==> src/vsd_pkg.sv <==
// ----------------------------------------------------------------------------
// vsd_pkg
// Shared types and constants for the prefix-length varint stream decoder.
// ----------------------------------------------------------------------------
package vsd_pkg;

  typedef enum logic [1:0] {
    STATUS_OK           = 2'd0,
    STATUS_NEG_RECURSIVE = 2'd1,
    STATUS_NEG_TWO_BIT  = 2'd2
  } status_t;

  typedef logic [7:0]  byte_t;
  typedef logic [63:0] value_t;
  typedef logic [3:0]  len_t;

  // One decoded result as it moves from the decoder to the output register.
  typedef struct packed {
    value_t  decoded_value;
    len_t    encoded_length;
    status_t status;
  } result_t;

  // Input register contents handed to the decoder.
  typedef struct packed {
    logic  valid;
    byte_t data_byte;
  } in_stage_t;

  // Prefix masks and match patterns.
  localparam byte_t MASK_1 = 8'b1000_0000;
  localparam byte_t MASK_2 = 8'b1100_0000;
  localparam byte_t MASK_3 = 8'b1110_0000;
  localparam byte_t MASK_4 = 8'b1111_0000;
  localparam byte_t MASK_6 = 8'b1111_1100;
  localparam byte_t PAT_1  = 8'b0000_0000;
  localparam byte_t PAT_2  = 8'b1000_0000;
  localparam byte_t PAT_3  = 8'b1100_0000;
  localparam byte_t PAT_4  = 8'b1110_0000;
  localparam byte_t PAT_32 = 8'b1111_0000;
  localparam byte_t PAT_64 = 8'b1111_0100;
  localparam byte_t PAT_NR = 8'b1111_1000;
  localparam byte_t LOW_7  = 8'b0111_1111;
  localparam byte_t LOW_6  = 8'b0011_1111;
  localparam byte_t LOW_5  = 8'b0001_1111;
  localparam byte_t LOW_4  = 8'b0000_1111;

  localparam len_t LEN_1 = 4'd1;
  localparam len_t LEN_2 = 4'd2;
  localparam len_t LEN_3 = 4'd3;
  localparam len_t LEN_4 = 4'd4;
  localparam len_t LEN_5 = 4'd5;
  localparam len_t LEN_8 = 4'd8;
  localparam len_t LEN_9 = 4'd9;

endpackage

==> src/vsd_byte_if.sv <==
// ----------------------------------------------------------------------------
// vsd_byte_if
// Valid/ready channel carrying one byte of the encoded stream.
// ----------------------------------------------------------------------------
interface vsd_byte_if;
  import vsd_pkg::*;

  logic  valid;
  logic  ready;
  byte_t data_byte;

  modport source (output valid, output data_byte, input ready);
  modport sink   (input valid, input data_byte, output ready);
endinterface

==> src/vsd_result_if.sv <==
// ----------------------------------------------------------------------------
// vsd_result_if
// Valid/ready channel carrying one decoded value with its length and status.
// ----------------------------------------------------------------------------
interface vsd_result_if;
  import vsd_pkg::*;

  logic    valid;
  logic    ready;
  value_t  decoded_value;
  len_t    encoded_length;
  status_t status;

  modport source (output valid, output decoded_value, output encoded_length,
                  output status, input ready);
  modport sink   (input valid, input decoded_value, input encoded_length,
                  input status, output ready);
endinterface

==> src/vsd_in_reg.sv <==
// ----------------------------------------------------------------------------
// vsd_in_reg
// Input register: captures one stream byte and holds it until the decoder
// consumes it.
// ----------------------------------------------------------------------------
module vsd_in_reg (
  input  logic                clk,
  input  logic                rst,
  vsd_byte_if.sink            byte_in,
  input  logic                advance,
  output vsd_pkg::in_stage_t  stage
);
  import vsd_pkg::*;

  logic  valid;
  byte_t data_byte;

  assign byte_in.ready = !valid || advance;

  always_ff @(posedge clk) begin
    if (rst) begin
      valid <= 1'b0;
    end else if (byte_in.ready) begin
      valid <= byte_in.valid;
    end
  end

  always_ff @(posedge clk) begin
    if (byte_in.valid && byte_in.ready) begin
      data_byte <= byte_in.data_byte;
    end
  end

  assign stage.valid     = valid;
  assign stage.data_byte = data_byte;
endmodule

==> src/vsd_decode.sv <==
// ----------------------------------------------------------------------------
// vsd_decode
// Prefix decode and payload accumulation. Holds the per-value state and
// produces at most one result for each byte it consumes.
// ----------------------------------------------------------------------------
module vsd_decode (
  input  logic                clk,
  input  logic                rst,
  input  vsd_pkg::in_stage_t  stage,
  input  logic                out_can_take,
  output logic                advance,
  output logic                res_valid,
  output vsd_pkg::result_t    res
);
  import vsd_pkg::*;

  value_t accumulator;
  len_t   bytes_remaining;
  len_t   total_length;
  value_t accumulator_next;
  len_t   bytes_remaining_next;
  len_t   total_length_next;
  byte_t  b;
  value_t shifted;
  len_t   remaining_dec;

  assign b             = stage.data_byte;
  assign shifted       = {accumulator[55:0], b};
  assign remaining_dec = bytes_remaining - LEN_1;

  always_comb begin
    accumulator_next     = accumulator;
    bytes_remaining_next = bytes_remaining;
    total_length_next    = total_length;
    res_valid            = 1'b0;
    res.decoded_value    = '0;
    res.encoded_length   = '0;
    res.status           = STATUS_OK;
    if (bytes_remaining != '0) begin
      bytes_remaining_next = remaining_dec;
      if (remaining_dec == '0) begin
        res_valid          = 1'b1;
        res.decoded_value  = shifted;
        res.encoded_length = total_length;
        accumulator_next   = '0;
        total_length_next  = '0;
      end else begin
        accumulator_next = shifted;
      end
    end else if ((b & MASK_1) == PAT_1) begin
      res_valid          = 1'b1;
      res.decoded_value  = {56'd0, b & LOW_7};
      res.encoded_length = LEN_1;
    end else if ((b & MASK_2) == PAT_2) begin
      accumulator_next     = {56'd0, b & LOW_6};
      bytes_remaining_next = LEN_1;
      total_length_next    = LEN_2;
    end else if ((b & MASK_3) == PAT_3) begin
      accumulator_next     = {56'd0, b & LOW_5};
      bytes_remaining_next = LEN_2;
      total_length_next    = LEN_3;
    end else if ((b & MASK_4) == PAT_4) begin
      accumulator_next     = {56'd0, b & LOW_4};
      bytes_remaining_next = LEN_3;
      total_length_next    = LEN_4;
    end else if ((b & MASK_6) == PAT_32) begin
      accumulator_next     = '0;
      bytes_remaining_next = LEN_4;
      total_length_next    = LEN_5;
    end else if ((b & MASK_6) == PAT_64) begin
      accumulator_next     = '0;
      bytes_remaining_next = LEN_8;
      total_length_next    = LEN_9;
    end else if ((b & MASK_6) == PAT_NR) begin
      res_valid  = 1'b1;
      res.status = STATUS_NEG_RECURSIVE;
    end else begin
      res_valid  = 1'b1;
      res.status = STATUS_NEG_TWO_BIT;
    end
  end

  // A byte that yields no result never waits on the output side.
  assign advance = stage.valid && (!res_valid || out_can_take);

  always_ff @(posedge clk) begin
    if (rst) begin
      accumulator     <= '0;
      bytes_remaining <= '0;
      total_length    <= '0;
    end else if (advance) begin
      accumulator     <= accumulator_next;
      bytes_remaining <= bytes_remaining_next;
      total_length    <= total_length_next;
    end
  end
endmodule

==> src/vsd_out_reg.sv <==
// ----------------------------------------------------------------------------
// vsd_out_reg
// Result register: holds one decoded result until the downstream side takes
// it, and frees itself in the same cycle it is drained.
// ----------------------------------------------------------------------------
module vsd_out_reg (
  input  logic               clk,
  input  logic               rst,
  input  logic               load,
  input  vsd_pkg::result_t   res,
  output logic               can_take,
  vsd_result_if.source       result_out
);
  import vsd_pkg::*;

  logic    valid;
  result_t held;

  assign can_take = !valid || result_out.ready;

  always_ff @(posedge clk) begin
    if (rst) begin
      valid <= 1'b0;
    end else if (can_take) begin
      valid <= load;
    end
  end

  always_ff @(posedge clk) begin
    if (load && can_take) begin
      held <= res;
    end
  end

  assign result_out.valid          = valid;
  assign result_out.decoded_value  = held.decoded_value;
  assign result_out.encoded_length = held.encoded_length;
  assign result_out.status         = held.status;
endmodule

==> src/varint_stream_decoder_top.sv <==
// A result becomes valid on result_out after the byte that completes its value
// passes the input register, then the result register.
// Throughput: one byte per cycle, set by the single decode step between the
// two registers; ready falls only while a finished result is not taken.
// Reset (rst, synchronous): both registers empty, the next byte is a prefix.
// ----------------------------------------------------------------------------
// varint_stream_decoder_top
// Decodes a stream of prefix-length variable integers into values, lengths
// and status codes.
// ----------------------------------------------------------------------------
module varint_stream_decoder_top (
  input  logic          clk,
  input  logic          rst,
  vsd_byte_if.sink      byte_in,
  vsd_result_if.source  result_out
);
  import vsd_pkg::*;

  in_stage_t stage;
  result_t   res;
  logic      advance;
  logic      res_valid;
  logic      out_can_take;

  vsd_in_reg u_in_reg (
    .clk     (clk),
    .rst     (rst),
    .byte_in (byte_in),
    .advance (advance),
    .stage   (stage)
  );

  vsd_decode u_decode (
    .clk          (clk),
    .rst          (rst),
    .stage        (stage),
    .out_can_take (out_can_take),
    .advance      (advance),
    .res_valid    (res_valid),
    .res          (res)
  );

  vsd_out_reg u_out_reg (
    .clk        (clk),
    .rst        (rst),
    .load       (advance && res_valid),
    .res        (res),
    .can_take   (out_can_take),
    .result_out (result_out)
  );

  // A successful value always has a nonzero length; an error always has none.
  a_len_matches_status: assert property (@(posedge clk) disable iff (rst)
    result_out.valid |-> ((result_out.status == STATUS_OK) ==
                          (result_out.encoded_length != '0)))
    else $error("length and status disagree");

  // Error results carry a zero value.
  a_error_value_zero: assert property (@(posedge clk) disable iff (rst)
    (result_out.valid && result_out.status != STATUS_OK) |->
      (result_out.decoded_value == '0))
    else $error("error result with nonzero value");

  // A held input byte is neither dropped nor overwritten while it waits.
  a_in_hold: assert property (@(posedge clk) disable iff (rst)
    (stage.valid && !advance) |=> (stage.valid && $stable(stage.data_byte)))
    else $error("input register lost a pending byte");

  // A result waiting downstream is not replaced.
  a_out_hold: assert property (@(posedge clk) disable iff (rst)
    (result_out.valid && !result_out.ready) |=>
      (result_out.valid && $stable(result_out.decoded_value)))
    else $error("pending result overwritten");
endmodule

==> src/flat_wrapper.sv <==
// flat-port wrapper written by rule: the top's interface ports become plain ports
module varint_stream_decoder_top_flat import vsd_pkg::*;
  (clk, rst, byte_in_valid, byte_in_data_byte, byte_in_ready, result_out_valid, result_out_decoded_value, result_out_encoded_length, result_out_status, result_out_ready);
  vsd_byte_if byte_in_i ();
  vsd_result_if result_out_i ();
  input  logic clk;
  input  logic rst;
  input wire logic [$bits(byte_in_i.valid)-1:0] byte_in_valid;
  input wire logic [$bits(byte_in_i.data_byte)-1:0] byte_in_data_byte;
  output wire logic [$bits(byte_in_i.ready)-1:0] byte_in_ready;
  output wire logic [$bits(result_out_i.valid)-1:0] result_out_valid;
  output wire logic [$bits(result_out_i.decoded_value)-1:0] result_out_decoded_value;
  output wire logic [$bits(result_out_i.encoded_length)-1:0] result_out_encoded_length;
  output wire logic [$bits(result_out_i.status)-1:0] result_out_status;
  input wire logic [$bits(result_out_i.ready)-1:0] result_out_ready;
  assign byte_in_i.valid = byte_in_valid;
  assign byte_in_i.data_byte = byte_in_data_byte;
  assign byte_in_ready = byte_in_i.ready;
  assign result_out_valid = result_out_i.valid;
  assign result_out_decoded_value = result_out_i.decoded_value;
  assign result_out_encoded_length = result_out_i.encoded_length;
  assign result_out_status = result_out_i.status;
  assign result_out_i.ready = result_out_ready;
  varint_stream_decoder_top u_core (.clk(clk), .rst(rst), .byte_in(byte_in_i), .result_out(result_out_i));
endmodule
==> config.mk <==
export PLATFORM = sky130hd
export DESIGN_NAME = varint_stream_decoder_top_flat
export DESIGN_NICKNAME = d
export VERILOG_FILES = /design/src/vsd_pkg.sv /design/src/vsd_byte_if.sv /design/src/vsd_result_if.sv /design/src/vsd_in_reg.sv /design/src/vsd_decode.sv /design/src/vsd_out_reg.sv /design/src/varint_stream_decoder_top.sv /design/src/flat_wrapper.sv
export SDC_FILE = /design/constraint.sdc
export NUM_CORES = 1
export LEC_CHECK = 0
export ABC_AREA = 0
export BUFFER_PORTS_ARGS = -buffer_cell sky130_fd_sc_hd__buf_2
export CAP_MARGIN = 20
export CORE_MARGIN = 3
export CORE_UTILIZATION = 40
export CTS_BUF_LIST = sky130_fd_sc_hd__clkbuf_4 sky130_fd_sc_hd__clkbuf_8
export CTS_CLUSTER_DIAMETER = 50
export CTS_CLUSTER_SIZE = 14
export DETAILED_ROUTE_END_ITERATION = 6
export PLACE_DENSITY = 0.66
export SYNTH_ARGS = -nofsm -noshare
export SYNTH_HDL_FRONTEND = slang
export SYNTH_HIERARCHICAL = 1
export SYNTH_SLANG_ARGS = --single-unit
==> constraint.sdc <==
create_clock -name clk -period 3.56 [get_ports clk]
set_clock_uncertainty 0.1 [all_clocks]
set_input_delay 0.356 -clock clk [delete_from_list [all_inputs] [get_ports clk]]
set_output_delay 0.356 -clock clk [all_outputs]
set_load 0.01 [all_outputs]
==> Word level (Yosys, flattened, before mapping) <==
Index checks and enable logic that the tools add are counted.
{ "word_totals": {"regBits": 144, "latchBits": 0, "ramBits": 0, "rom_bits": 0, "in_bits": 12, "word_cells": 70, "mem_count": 0} }
{ "op_classes": {"add_sub_neg": 1, "n_mul": 0, "n_div": 0, "magnitude_cmp": 0, "n_eq_ne": 8, "n_shift": 0, "muxes": 35, "bitwise": 0, "reduce_logical": 17} }
{ "op_table": {"columns": ["op", "count"], "rows": [
  ["$mux W56", 8],
  ["$mux W68", 2],
  ["$mux W4", 15],
  ["$eq A6 B6 Y1 const B", 3],
  ["$mux W11", 1],
  ["$logic_not A8 Y1", 1],
  ["$mux W1", 8],
  ["$reduce_or A7 Y1", 1],
  ["$reduce_bool A6 Y1", 1],
  ["$eq A4 B4 Y1 const B", 1],
  ["$logic_and A1 B1 Y1", 4],
  ["$logic_not A4 Y1", 1],
  ["$reduce_and A4 Y1", 1],
  ["$reduce_bool A4 Y1", 1],
  ["$sub A4 B1 Y4 const B", 1],
  ["$eq A3 B3 Y1 const B", 1],
  ["$logic_not A1 Y1", 3],
  ["$logic_or A1 B1 Y1", 3],
  ["$reduce_and A3 Y1", 1],
  ["$eq A2 B2 Y1 const B", 1],
  ["$mux W2", 1],
  ["$ne A2 B1 Y1 const B", 1],
  ["$ne A2 B2 Y1 const B", 1]
]} }

==> Logic depth before layout (Yosys ltp) <==
Gate-level depths: netlist (run 1).
{ "depth": {"depth_word": 13, "mapped_depth": 11, "mapped_depth_nobuf": 10} }

==> Hierarchy <==
The synthesis (run 1) kept the hierarchy.
{ "modules_own_cells": {"columns": ["module", "n_inst", "cells_each", "area_per_inst_um2"], "rows": [
  ["vsd_decode", 1, 410, 3155.5],
  ["vsd_out_reg", 1, 75, 2157.1],
  ["vsd_in_reg", 1, 14, 302.8],
  ["varint_stream_decoder_top", 1, 1, 6.3]
]} }

==> Worst setup path after synthesis (run 1) <==
Ideal clock, no wire load.
{ "synth_timing": {"kind": "register to register", "from": "register u_core.u_decode.bytes_remaining[0]", "to": "register u_core.u_out_reg.held, in the netlist u_core/u_out_reg/result_out.decoded_value[0] (enable)", "setup_ps": 379, "t_arrival_ps": 2367, "required_ps": 3081, "path_slack_ps": 714, "stages_incl_launch_ff": 9, "n_path_buf": 1, "period_less_slack_ps": 2846, "path_cell_list": "dfxtp_1 > inv_1 > ha_1 > or4_4 > a21bo_2 > clkbuf_1 > nand2_1 > and2_1 > and2_4"} }
{ "synth_between": {"elab_chain_len": 9, "elab_cells_between_ends": 10, "classes_between": "add/sub: 1; mux: 2; reduce/logical: 7"} }
{ "synth_rtl": {"columns": ["element", "line", "source"], "rows": [
  ["start: declaration", "vsd_decode.sv:18", "len_t bytes_remaining;"],
  ["start signal: assignment", "vsd_decode.sv:93", "bytes_remaining <= bytes_remaining_next;"],
  ["$sub A4 B1 Y4", "vsd_decode.sv:29", "assign remaining_dec = bytes_remaining - LEN_1;"],
  ["$logic_not A4 Y1", "vsd_decode.sv:41", "if (remaining_dec == '0) begin"],
  ["$mux W1", "vsd_decode.sv:41", null],
  ["$mux W1 *", "vsd_decode.sv:39", "if (bytes_remaining != '0) begin"],
  ["named net u_core.res_valid", "varint_stream_decoder_top.sv:22", "logic res_valid;"],
  ["$logic_not A1 Y1", "vsd_decode.sv:84", "assign advance = stage.valid && (!res_valid || out_can_take);"],
  ["$logic_or A1 B1 Y1", "vsd_decode.sv:84", null],
  ["$logic_and A1 B1 Y1", "vsd_decode.sv:84", null],
  ["$logic_and A1 B1 Y1 *", "varint_stream_decoder_top.sv:46", ".load (advance && res_valid),"],
  ["$logic_and A1 B1 Y1 *", "vsd_out_reg.sv:30", "if (load && can_take) begin"],
  ["end signal: assignment", "vsd_out_reg.sv:31", "held <= res;"],
  ["end: declaration", "vsd_out_reg.sv:17", "result_t held;"]
]} }
The timed path passes the listed nets; every way through them passes the cells marked *.
A chain may end at the register's enable or synchronous reset.

==> Worst setup path after layout (run 1) <==
{ "layout_timing": {"from": "register u_core.u_decode.bytes_remaining[0]", "to": "output port byte_in_ready"} }
{ "layout_between": {"elab_chain_len": 8, "elab_cells_between_ends": 9, "classes_between": "add/sub: 1; mux: 2; reduce/logical: 6"} }
{ "layout_rtl": {"columns": ["element", "line", "source"], "rows": [
  ["$sub A4 B1 Y4", "vsd_decode.sv:29", null],
  ["$logic_not A4 Y1", "vsd_decode.sv:41", null],
  ["$mux W1", "vsd_decode.sv:41", null],
  ["$mux W1 *", "vsd_decode.sv:39", null],
  ["$logic_not A1 Y1 *", "vsd_decode.sv:84", null],
  ["$logic_or A1 B1 Y1 *", "vsd_decode.sv:84", null],
  ["$logic_and A1 B1 Y1 *", "vsd_decode.sv:84", null],
  ["named net u_core.advance", "varint_stream_decoder_top.sv:21", "logic advance;"],
  ["$logic_or A1 B1 Y1 *", "vsd_in_reg.sv:18", "assign byte_in.ready = !valid || advance;"],
  ["end: declaration", "flat_wrapper.sv:10", "output wire logic [$bits(byte_in_i.ready)-1:0] byte_in_ready;"]
]} }
Marks and branches as above.

==> run_results.csv, run 1 <==
group,metric,value,unit
sta,finalWorstSetupSlack,0.505,ns
logic_synthesis,synthSimpleGateAreaFrac,0.210,
critical_path,cp.arrival,2.60,ns
detailed_routing,wire_per_inst,14.6,um
logic_synthesis,ys_warn_count,6,
logic_synthesis,synth_compound_area_frac,0.0886,
critical_path,critical_path_required,3.10,ns
logic_synthesis,synth_top_area_cell,"edfxtp_1",
die,die-area,15500,um2
layout,instances_no_fill,773,
logic_synthesis,ys_types,41,
logic_synthesis,yosys-top-cells-area,"edfxtp_1 (42%), dfxtp_1 (24%), and2_1 (6.8%)",
logic_synthesis,muxShareOfSynthArea,0.00178,
sta,setup_violations,0,
logic_synthesis,postSynthCellCount,500,
clock_network,worstSkewPairLatency,0.45,ns
pwr,p_per_area,538,nW/um2
logic_synthesis,yosysSeqAreaShare,0.652,
logic_synthesis,synth_top_family_by_area,"simple AND/OR/NAND/NOR gates",
sta,slew_headroom,0.435,
logic_synthesis,syn-num-nets,514,
critical_path,crit_path_top_delay_cell,"or4_4",
sta,worstMarginPinSlew,0.848,ns
grt,grt-ovfl-total,0,
logic_synthesis,synth_xor_xnor_area_share,0,
sta,tns,0,ns
sta,final-hold-violation-count,0,
layout,drive_above_1_share,0.231,
sta,finalCriticalPeriod,3.05,ns
sta,fin_crit_sh,0.858,
sta,whs,0.0469,ns
die,ios,84,
detailed_routing,vias_per_cell,4.95,
detailed_routing,vias,3830,
grt,grt_max_degree,63,
die,fp.dieW,125,um
detailed_routing,firstDrtPassIters,4,
layout,multi_input_area,1740,um2
detailed_routing,ant_nets,0,
layout,final_common_cell,"buf_2",
sta,clock.fmax,327,MHz
placement,io_buffers,83,
placement,dpl.cell_count,732,
layout,fin_nets,598,
logic_synthesis,ys_async_sr_fraction,0,
logic_synthesis,synth_fa_ha_area_frac,0.00445,
clock_network,cts_tree,"built",
clock_network,cts_root_buf,"clkbuf_8",
logic_synthesis,synthesis.area,5620,um2
layout,antenna_cells,0,
grt,grt_pass1_wl,18600,um
sta,final_max_slew_viol_count,0,
logic_synthesis,ys_seq_elements,144,
grt,antenna_found_initial,0,
placement,place_ws,0.566,ns
critical_path,worstPathMaxFanout,8,
die,core_area,13500,um2
critical_path,cp-start-kind,"flip-flop",
detailed_routing,route.detailed.drc,0,
critical_path,critPathMaxStageDelay,0.59,ns
pwr,power.static_leakage,2.43,nW
critical_path,cp-end-kind,"output port",
clock_network,cts_sinks,144,
min_path,hold_path_class,"in -> reg",
critical_path,worstSetupPathType,"reg -> out",
run,cap_violations,0,
clock_network,cts_resized,0,
status,status,"completed",
clock_network,htree_num_levels,4,
grt,grt.total_usage,0.149,
layout,fill_cells,1223,
die,die_y,125,um
clock_network,cts_buffers,17,
detailed_routing,wl,11200,um
logic_synthesis,synth-edff-count,78,
critical_path,path_cells,"inv_1, ha_1, or4_4, a21bo_2, a21oi_1, nor2b_1, nand2b_4, buf_2",
placement,place_congestion,0.784,
critical_path,crit_family,"simple AND/OR/NAND/NOR gates",
layout,regArea,3660,um2
clock_network,path_clk_slew,0.07,ns
logic_synthesis,synth_top_area_share,0.417,
clock_network,cts.path.max_buffers,2,
placement,hpwl,7250,um
logic_synthesis,ys.flop_type,"edfxtp_1",
die,initial_utilization,0.416,
layout,layout_common_cells,"buf_2 (83), edfxtp_1 (78), dfxtp_1 (66)",
clock_network,holdBufCountCts,8,
logic_synthesis,avgSynthCellArea,11.2,um2
detailed_routing,drt_iter0_drc,272,
grt,grt_pass1_vias,3684,
die,row_count,42,
pwr,max-vdd-ir-drop,0.198,mV
sta,rsz0062_at_grt,"no",
clock_network,post_cts_buffers,0,
layout,syn2layout_area_growth,18.5,%
critical_path,crit_buf_inv,2,
==> layer usage <==
| layer | vias up | track usage | share of wire |
|---|---|---|---|
| li1 | 1908 | - | - |
| met5 | - | 0 | 0 |
| met3 | 14 | 0.0566 | 0.049 |
| met2 | 88 | 0.227 | 0.46 |
| met1 | 1820 | 0.194 | 0.47 |
| met4 | 0 | 0.0509 | 0.016 |
==> state kept, by name, summed over array words and instances, names as in the netlist <==
register,count
u_core/u_out_reg/result_out.status,2
u_core/u_decode/bytes_remaining,4
u_core/u_in_reg/data_byte,8
u_core/u_decode/total_length,4
u_core/u_in_reg/valid,1
u_core/u_out_reg/result_out.decoded_value,64
u_core/u_out_reg/result_out.valid,1
u_core/u_out_reg/result_out.encoded_length,4
u_core/u_decode/accumulator,56
==> cell type report <==
| type | count | share of cell area |
|---|---|---|
| Multi-Input combinational cell | 314 | 0.261 |
| Timing Repair Buffer | 101 | 0.0905 |
| Sequential cell | 144 | 0.550 |
| Clock buffer | 25 | 0.0460 |
| Tap cell | 176 | 0.0330 |
| Clock inverter | 7 | 0.0161 |
| Inverter | 6 | 0.00338 |
==> tightest hold or removal path: stages <==
cell,delay [ns]
buf_2,0.10
inv_1,0.05
a21oi_2,0.04
==> path summary, 6_finish.rpt <==
check / startpoint / endpoint / slack [ns] / depth (start not counted)
setup / recovery: u_core/u_decode/bytes_remaining[0]$_SDFFE_PP0P_ / byte_in_ready / 0.51 / 8
hold / removal: byte_in_valid / u_core/u_in_reg/valid$_SDFFE_PP0P_ / 0.05 / 3
setup reg to reg: u_core/u_decode/bytes_remaining[0]$_SDFFE_PP0P_ / u_core/u_out_reg/result_out.decoded_value[4]$_DFFE_PP_ / 0.55 / 8
hold reg to reg: u_core/u_decode/accumulator[48]$_SDFFE_PP0P_ / u_core/u_decode/accumulator[48]$_SDFFE_PP0P_ / 0.35 / 2
==> through the flow <==
step	util	total power, mW	instance area (um2)
after floorplan	-	2.15	5620
after global placement	0.455	2.25	6140
after detailed placement	0.455	2.26	6140
after CTS	0.491	3.60	6640
after global routing	0.493	3.75	6660
final	0.493	3.59	6660
==> cell usage after synthesis, drive strengths merged (2+ instances only) <==
library cell,count
nand3,55
nand4,6
nand2,64
inv,6
or2,2
edfxtp,78
dfxtp,66
or4,2
nor2b,7
nand2b,7
a211oi,2
buf,22
nor3,2
or3,3
clkbuf,14
nor2,10
o21ai,6
and2,63
o211ai,4
ha,2
a21oi,68
==> cell families (layout without fill, tap and decap cells) <==
kind of cell	count (synthesis)	in the layout
compound gates	87	87
fa+ha+maj	2	2
buf+inv	42	139
flops	144	144
mux	1	1
simple gates	224	224
==> where the power goes <==
part / total (mW) / switching (mW) / internal (mW)
clock: 1.33 / 0.564 / 0.770
combinational: 0.397 / 0.266 / 0.132
sequential: 1.86 / 0.0324 / 1.82
Power figures use the tool's default switching activity.
==> run 2: changes to the inputs <==
- clock period: 3.56 -> 3.5 ns (I/O delays scaled with it)
==> run_results.csv, run 2 (same netlist as run 1, synthesis figures left out) <==
group,metric,value,unit
status,status,"completed",
run,cap_violations,0,
pwr,clockPowerShare,0.348,
grt,grt_pass1_vias,3707,
sta,final_max_slew_viol_count,0,
clock_network,cts_resized,0,
layout,syn2layout_area_growth,17.4,%
clock_network,path_clk_slew,0.08,ns
placement,hpwl,7380,um
grt,grt-ovfl-total,0,
sta,setup_violations,0,
min_path,hold_path_class,"in -> reg",
layout,final_common_cell,"buf_2",
layout,largest_reg_flops,64,
critical_path,cp.arrival,2.60,ns
layout,stdcell_area,6600,um2
grt,grt.total_usage,0.148,
pwr,sequentialPowerShare,0.541,
clock_network,cts_buffers,17,
critical_path,critical_path_required,3.05,ns
sta,whs,0.0633,ns
sta,worstMarginPinSlew,1.08,ns
sta,final-hold-violation-count,0,
detailed_routing,vias_per_cell,5.05,
detailed_routing,drt_iter0_drc,229,
die,ios,84,
pwr,max-vdd-ir-drop,0.195,mV
die,die-area,15500,um2
critical_path,worstPathMaxFanout,8,
sta,fin_crit_sh,0.872,
clock_network,holdBufCountCts,8,
placement,io_buffers,83,
detailed_routing,wire_per_inst,14.5,um
die,die_y,125,um
clock_network,cts_sinks,144,
die,initial_utilization,0.416,
sta,tns,0,ns
pwr,finalPower,3.49,mW
layout,antenna_cells,0,
detailed_routing,firstDrtPassIters,5,
critical_path,cp-end-kind,"output port",
clock_network,cts_tree,"built",
clock_network,htree_num_levels,4,
die,row_count,42,
clock_network,worstSkewPairLatency,0.44,ns
detailed_routing,route.detailed.drc,0,
grt,grt_pass1_wl,18600,um
critical_path,cp-start-kind,"flip-flop",
layout,drive_above_1_share,0.228,
detailed_routing,ant_nets,0,
sta,finalCriticalPeriod,3.05,ns
grt,antenna_found_initial,0,
pwr,power.static_leakage,2.39,nW
pwr,p_sw,0.883,mW
pwr,p_sw_frac,0.253,
clock_network,post_cts_buffers,0,
detailed_routing,vias,3905,
pwr,pwr-share-comb,0.111,
clock_network,cts_root_buf,"clkbuf_8",
layout,fin_nets,598,
sta,slew_headroom,0.278,
placement,placed_area,6150,um2
detailed_routing,wl,11200,um
layout,layout_common_cells,"buf_2 (83), edfxtp_1 (78), dfxtp_1 (66)",
grt,grt_max_degree,63,
die,fp.dieW,125,um
critical_path,worstSetupPathType,"reg -> out",
clock_network,cts.path.max_buffers,2,
placement,place_congestion,0.798,
sta,clock.fmax,328,MHz
sta,rsz0062_at_grt,"no",
pwr,p_per_area,529,nW/um2
layout,final_util,0.489,
die,core_area,13500,um2
pwr,internal_power,2.61,mW
-- run 2: metal layers --
metal | GRT usage | vias to the layer above | wire length, um
met1 | 0.197 | 1837 | 5140
met4 | 0.0471 | 0 | 104
met5 | 0 | - | 0
met2 | 0.224 | 142 | 5290
met3 | 0.0579 | 10 | 685
li1 | - | 1916 | -
-- run 2: area by class of cell --
class                      count  area (um2)
clock buffer                  19         249
clock inverter                13         121
fill                        1216        6910
inverter                       6        22.5
multi-input combinational    314        1740
sequential                   144        3660
tap                          176         220
timing repair buffer         101         583
-- run 2: worst paths after layout --
check / startpoint / end / slack (ns) / depth (start not counted)
max: u_core/u_decode/bytes_remaining[0]$_SDFFE_PP0P_ / byte_in_ready / 0.45 / 8
max reg2reg: u_core/u_decode/bytes_remaining[0]$_SDFFE_PP0P_ / u_core/u_out_reg/result_out.decoded_value[7]$_DFFE_PP_ / 0.58 / 8
min reg2reg: u_core/u_decode/accumulator[52]$_SDFFE_PP0P_ / u_core/u_decode/accumulator[52]$_SDFFE_PP0P_ / 0.35 / 2
min: byte_in_valid / u_core/u_in_reg/valid$_SDFFE_PP0P_ / 0.06 / 3
-- run 2: per-stage QoR --
| step | cells | worst slack, ns |
|---|---|---|
| after floorplan | 500 | 0.654 |
| after global placement | 733 | 0.683 |
| after detailed placement | 733 | 0.584 |
| after CTS | 773 | 0.433 |
| after global routing | 773 | 0.302 |
| final | 773 | 0.448 |
-- run 2: power groups by stage --
stage               logic (mW)  registers (mW)  clock network [mW]
floorplan                0.249            1.94                   0
finish                   0.387            1.89                1.22
CTS                      0.388            1.89                1.25
detailed placement       0.380            1.93                   0
global route             0.424            1.89                1.32
global placement         0.372            1.92                   0
-- run 2: worst max-delay path, cell delays in order (launching register included) --
cell	delay, ns
dfxtp_1	0.41
inv_1	0.10
ha_1	0.28
or4_4	0.59
a21bo_2	0.27
a21oi_1	0.14
nor2b_1	0.08
nand2b_4	0.16
buf_2	0.15
==> run 3: changes to the inputs <==
- SYNTH_HIERARCHICAL: 1 -> not set
==> run_results.csv, run 3 <==
group,metric,value,unit
status,status,"completed",
layout,fill_cells,1269,
clock_network,cts_tree,"built",
layout,regArea,3660,um2
sta,finalCriticalPeriod,2.80,ns
placement,place_congestion,0.863,
min_path,hold_path_class,"in -> reg",
clock_network,cts_buffers,17,
layout,fin_nets,609,
clock_network,htree_num_levels,4,
logic_synthesis,synth_top_area_cell,"edfxtp_1",
layout,layout_common_cells,"buf_2 (83), edfxtp_1 (78), nand2_1 (69)",
detailed_routing,wl,11600,um
logic_synthesis,synthesis.area,5800,um2
grt,grt_pass1_vias,3954,
min_path,min-delay-start,"byte_in_valid",
critical_path,r2r-start,"u_core.u_decode.bytes_remaining[0]$_SDFFE_PP0P_",
grt,grt-ovfl-total,0,
sta,worstMarginPinSlew,0.575,ns
logic_synthesis,synth-edff-count,78,
die,fp.dieW,126,um
critical_path,critPathMaxStageDelay,0.49,ns
die,row_count,43,
pwr,p_per_area,512,nW/um2
logic_synthesis,ys.flop_type,"edfxtp_1",
detailed_routing,route.detailed.drc,0,
sta,whs,0.0505,ns
logic_synthesis,synth_commonest_cells,"edfxtp_1 (78), nand2_1 (69), dfxtp_1 (66), and2_1 (63), nand4_1 (54)",
critical_path,worstSetupPathType,"reg -> out",
die,die-area,16000,um2
die,die_y,126,um
clock_network,cts_sinks,144,
critical_path,critical_path_required,3.05,ns
logic_synthesis,ys_seq_elements,144,
logic_synthesis,yosys-top-cells-area,"edfxtp_1 (40%), dfxtp_1 (23%), and2_1 (6.8%)",
placement,io_buffers,83,
clock_network,cts.path.max_buffers,2,
detailed_routing,ant_nets,0,
sta,finalWorstSetupSlack,0.703,ns
layout,largest_reg_flops,64,
pwr,finalPower,3.46,mW
detailed_routing,wire_per_inst,14.7,um
layout,antenna_cells,0,
sta,final_max_slew_viol_count,0,
sta,clock.fmax,357,MHz
detailed_routing,firstDrtPassIters,4,
placement,hpwl,7670,um
critical_path,crit_path_top_delay_cell,"o21ai_2",
layout,final_util,0.482,
clock_network,post_cts_buffers,0,
die,core_area,14000,um2
logic_synthesis,ys_warn_count,0,
die,initial_utilization,0.413,
logic_synthesis,ys_types,48,
logic_synthesis,syn-num-nets,534,
critical_path,critPathLaunch,"u_core.u_decode.bytes_remaining[0]$_SDFFE_PP0P_",
layout,final_common_cell,"buf_2",
sta,setup_violations,0,
sta,rsz0062_at_grt,"no",
grt,grt_pass1_wl,19200,um
clock_network,worstSkewPairLatency,0.43,ns
detailed_routing,drt_iter0_drc,265,
die,ios,84,
logic_synthesis,ys_async_sr_fraction,0,
clock_network,path_clk_slew,0.08,ns
detailed_routing,vias,4060,
critical_path,worstPathMaxFanout,14,
clock_network,cts_root_buf,"clkbuf_8",
pwr,max-vdd-ir-drop,0.267,mV
layout,multi_input_area,1900,um2
placement,place_ws,0.732,ns
sta,tns,0,ns
pwr,power.static_leakage,2.48,nW
run,cap_violations,0,
sta,fin_crit_sh,0.799,
layout,drive_above_1_share,0.225,
sta,final-hold-violation-count,0,
logic_synthesis,postSynthCellCount,520,
critical_path,cp.arrival,2.35,ns
layout,syn2layout_area_growth,16.6,%
critical_path,path_cells,"ha_1, nand2b_1, a2bb2oi_1, o21ai_2, nand4_1, buf_2",
grt,antenna_found_initial,0,
logic_synthesis,yosysMostFrequentCell,"edfxtp_1",
detailed_routing,vias_per_cell,5.15,
grt,grt.total_usage,0.148,
sta,slew_headroom,0.616,
critical_path,cp-end-kind,"output port",
logic_synthesis,yosysSeqAreaShare,0.631,
logic_synthesis,synth_top_area_share,0.404,
grt,grt_max_degree,68,
critical_path,cp-start-kind,"flip-flop",
logic_synthesis,avgSynthCellArea,11.2,um2
==> run 3: report_power, final <==
part	internal, mW	switching, mW	leakage, nW
registers	1.86	0.0378	1.26
clock network	0.574	0.615	0.178
logic	0.116	0.262	1.04
==> run 3: metrics by stage <==
step           instances  area [um2]
2_1_floorplan        520        5810
3_3_place_gp         747        6310
3_5_place_dp         747        6310
4_1_cts              787        6750
5_1_grt              788        6770
6_report             788        6770
==> run 3: critical path, delay by kind of cell (launching register included) <==
kind	cells	cell delay (ns)
AOI/OAI and AO/OA	2	0.65
DFF	1	0.47
buffers and inverters	1	0.19
and+or+nand+nor	2	0.32
adders and majority gates	1	0.27
==> run 3: kinds of logic after synthesis <==
family	Yosys count	synth area share
buffers and inverters	52	0.0444
adders and majority gates	2	0.00431
muxes	10	0.0192
DFF	144	0.631
AOI/OAI and AO/OA	82	0.0852
and+or+nand+nor	230	0.216
==> run 3: metal layers <==
layer  vias to the layer above  GRT usage  share of wire
met5                         -          0              0
li1                       2026          -              -
met3                        15     0.0514          0.067
met2                       128      0.217           0.45
met1                      1891      0.199           0.46
met4                         0     0.0688          0.017
==> run 3: final timing paths <==
path | end | slack (ns) | cells past startpoint
worst max-delay path | byte_in_ready | 0.70 | 6
worst min-delay path | u_core.u_in_reg.valid$_SDFFE_PP0P_ | 0.05 | 3
worst max register to register | u_core.u_out_reg.result_out.decoded_value[34]$_SDFFCE_PN0P_ | 0.72 | 7
worst min register to register | u_core.u_decode.accumulator[55]$_SDFFE_PP0P_ | 0.35 | 2
==> run 3: layout make-up <==
cell class                      count  area share
Sequential cell                   144       0.541
Multi-Input combinational cell    324       0.281
Timing Repair Buffer              100      0.0869
Clock buffer                       18      0.0366
Tap cell                          180      0.0333
Clock inverter                     14      0.0168
Inverter                            8     0.00444
==> run 3: timing repair <==
item,4_1_cts,5_1_grt
endpoints found under the hold margin,8,0
setup endpoints to repair,0,0
gates resized for setup,0,0
hold buffers,8,0
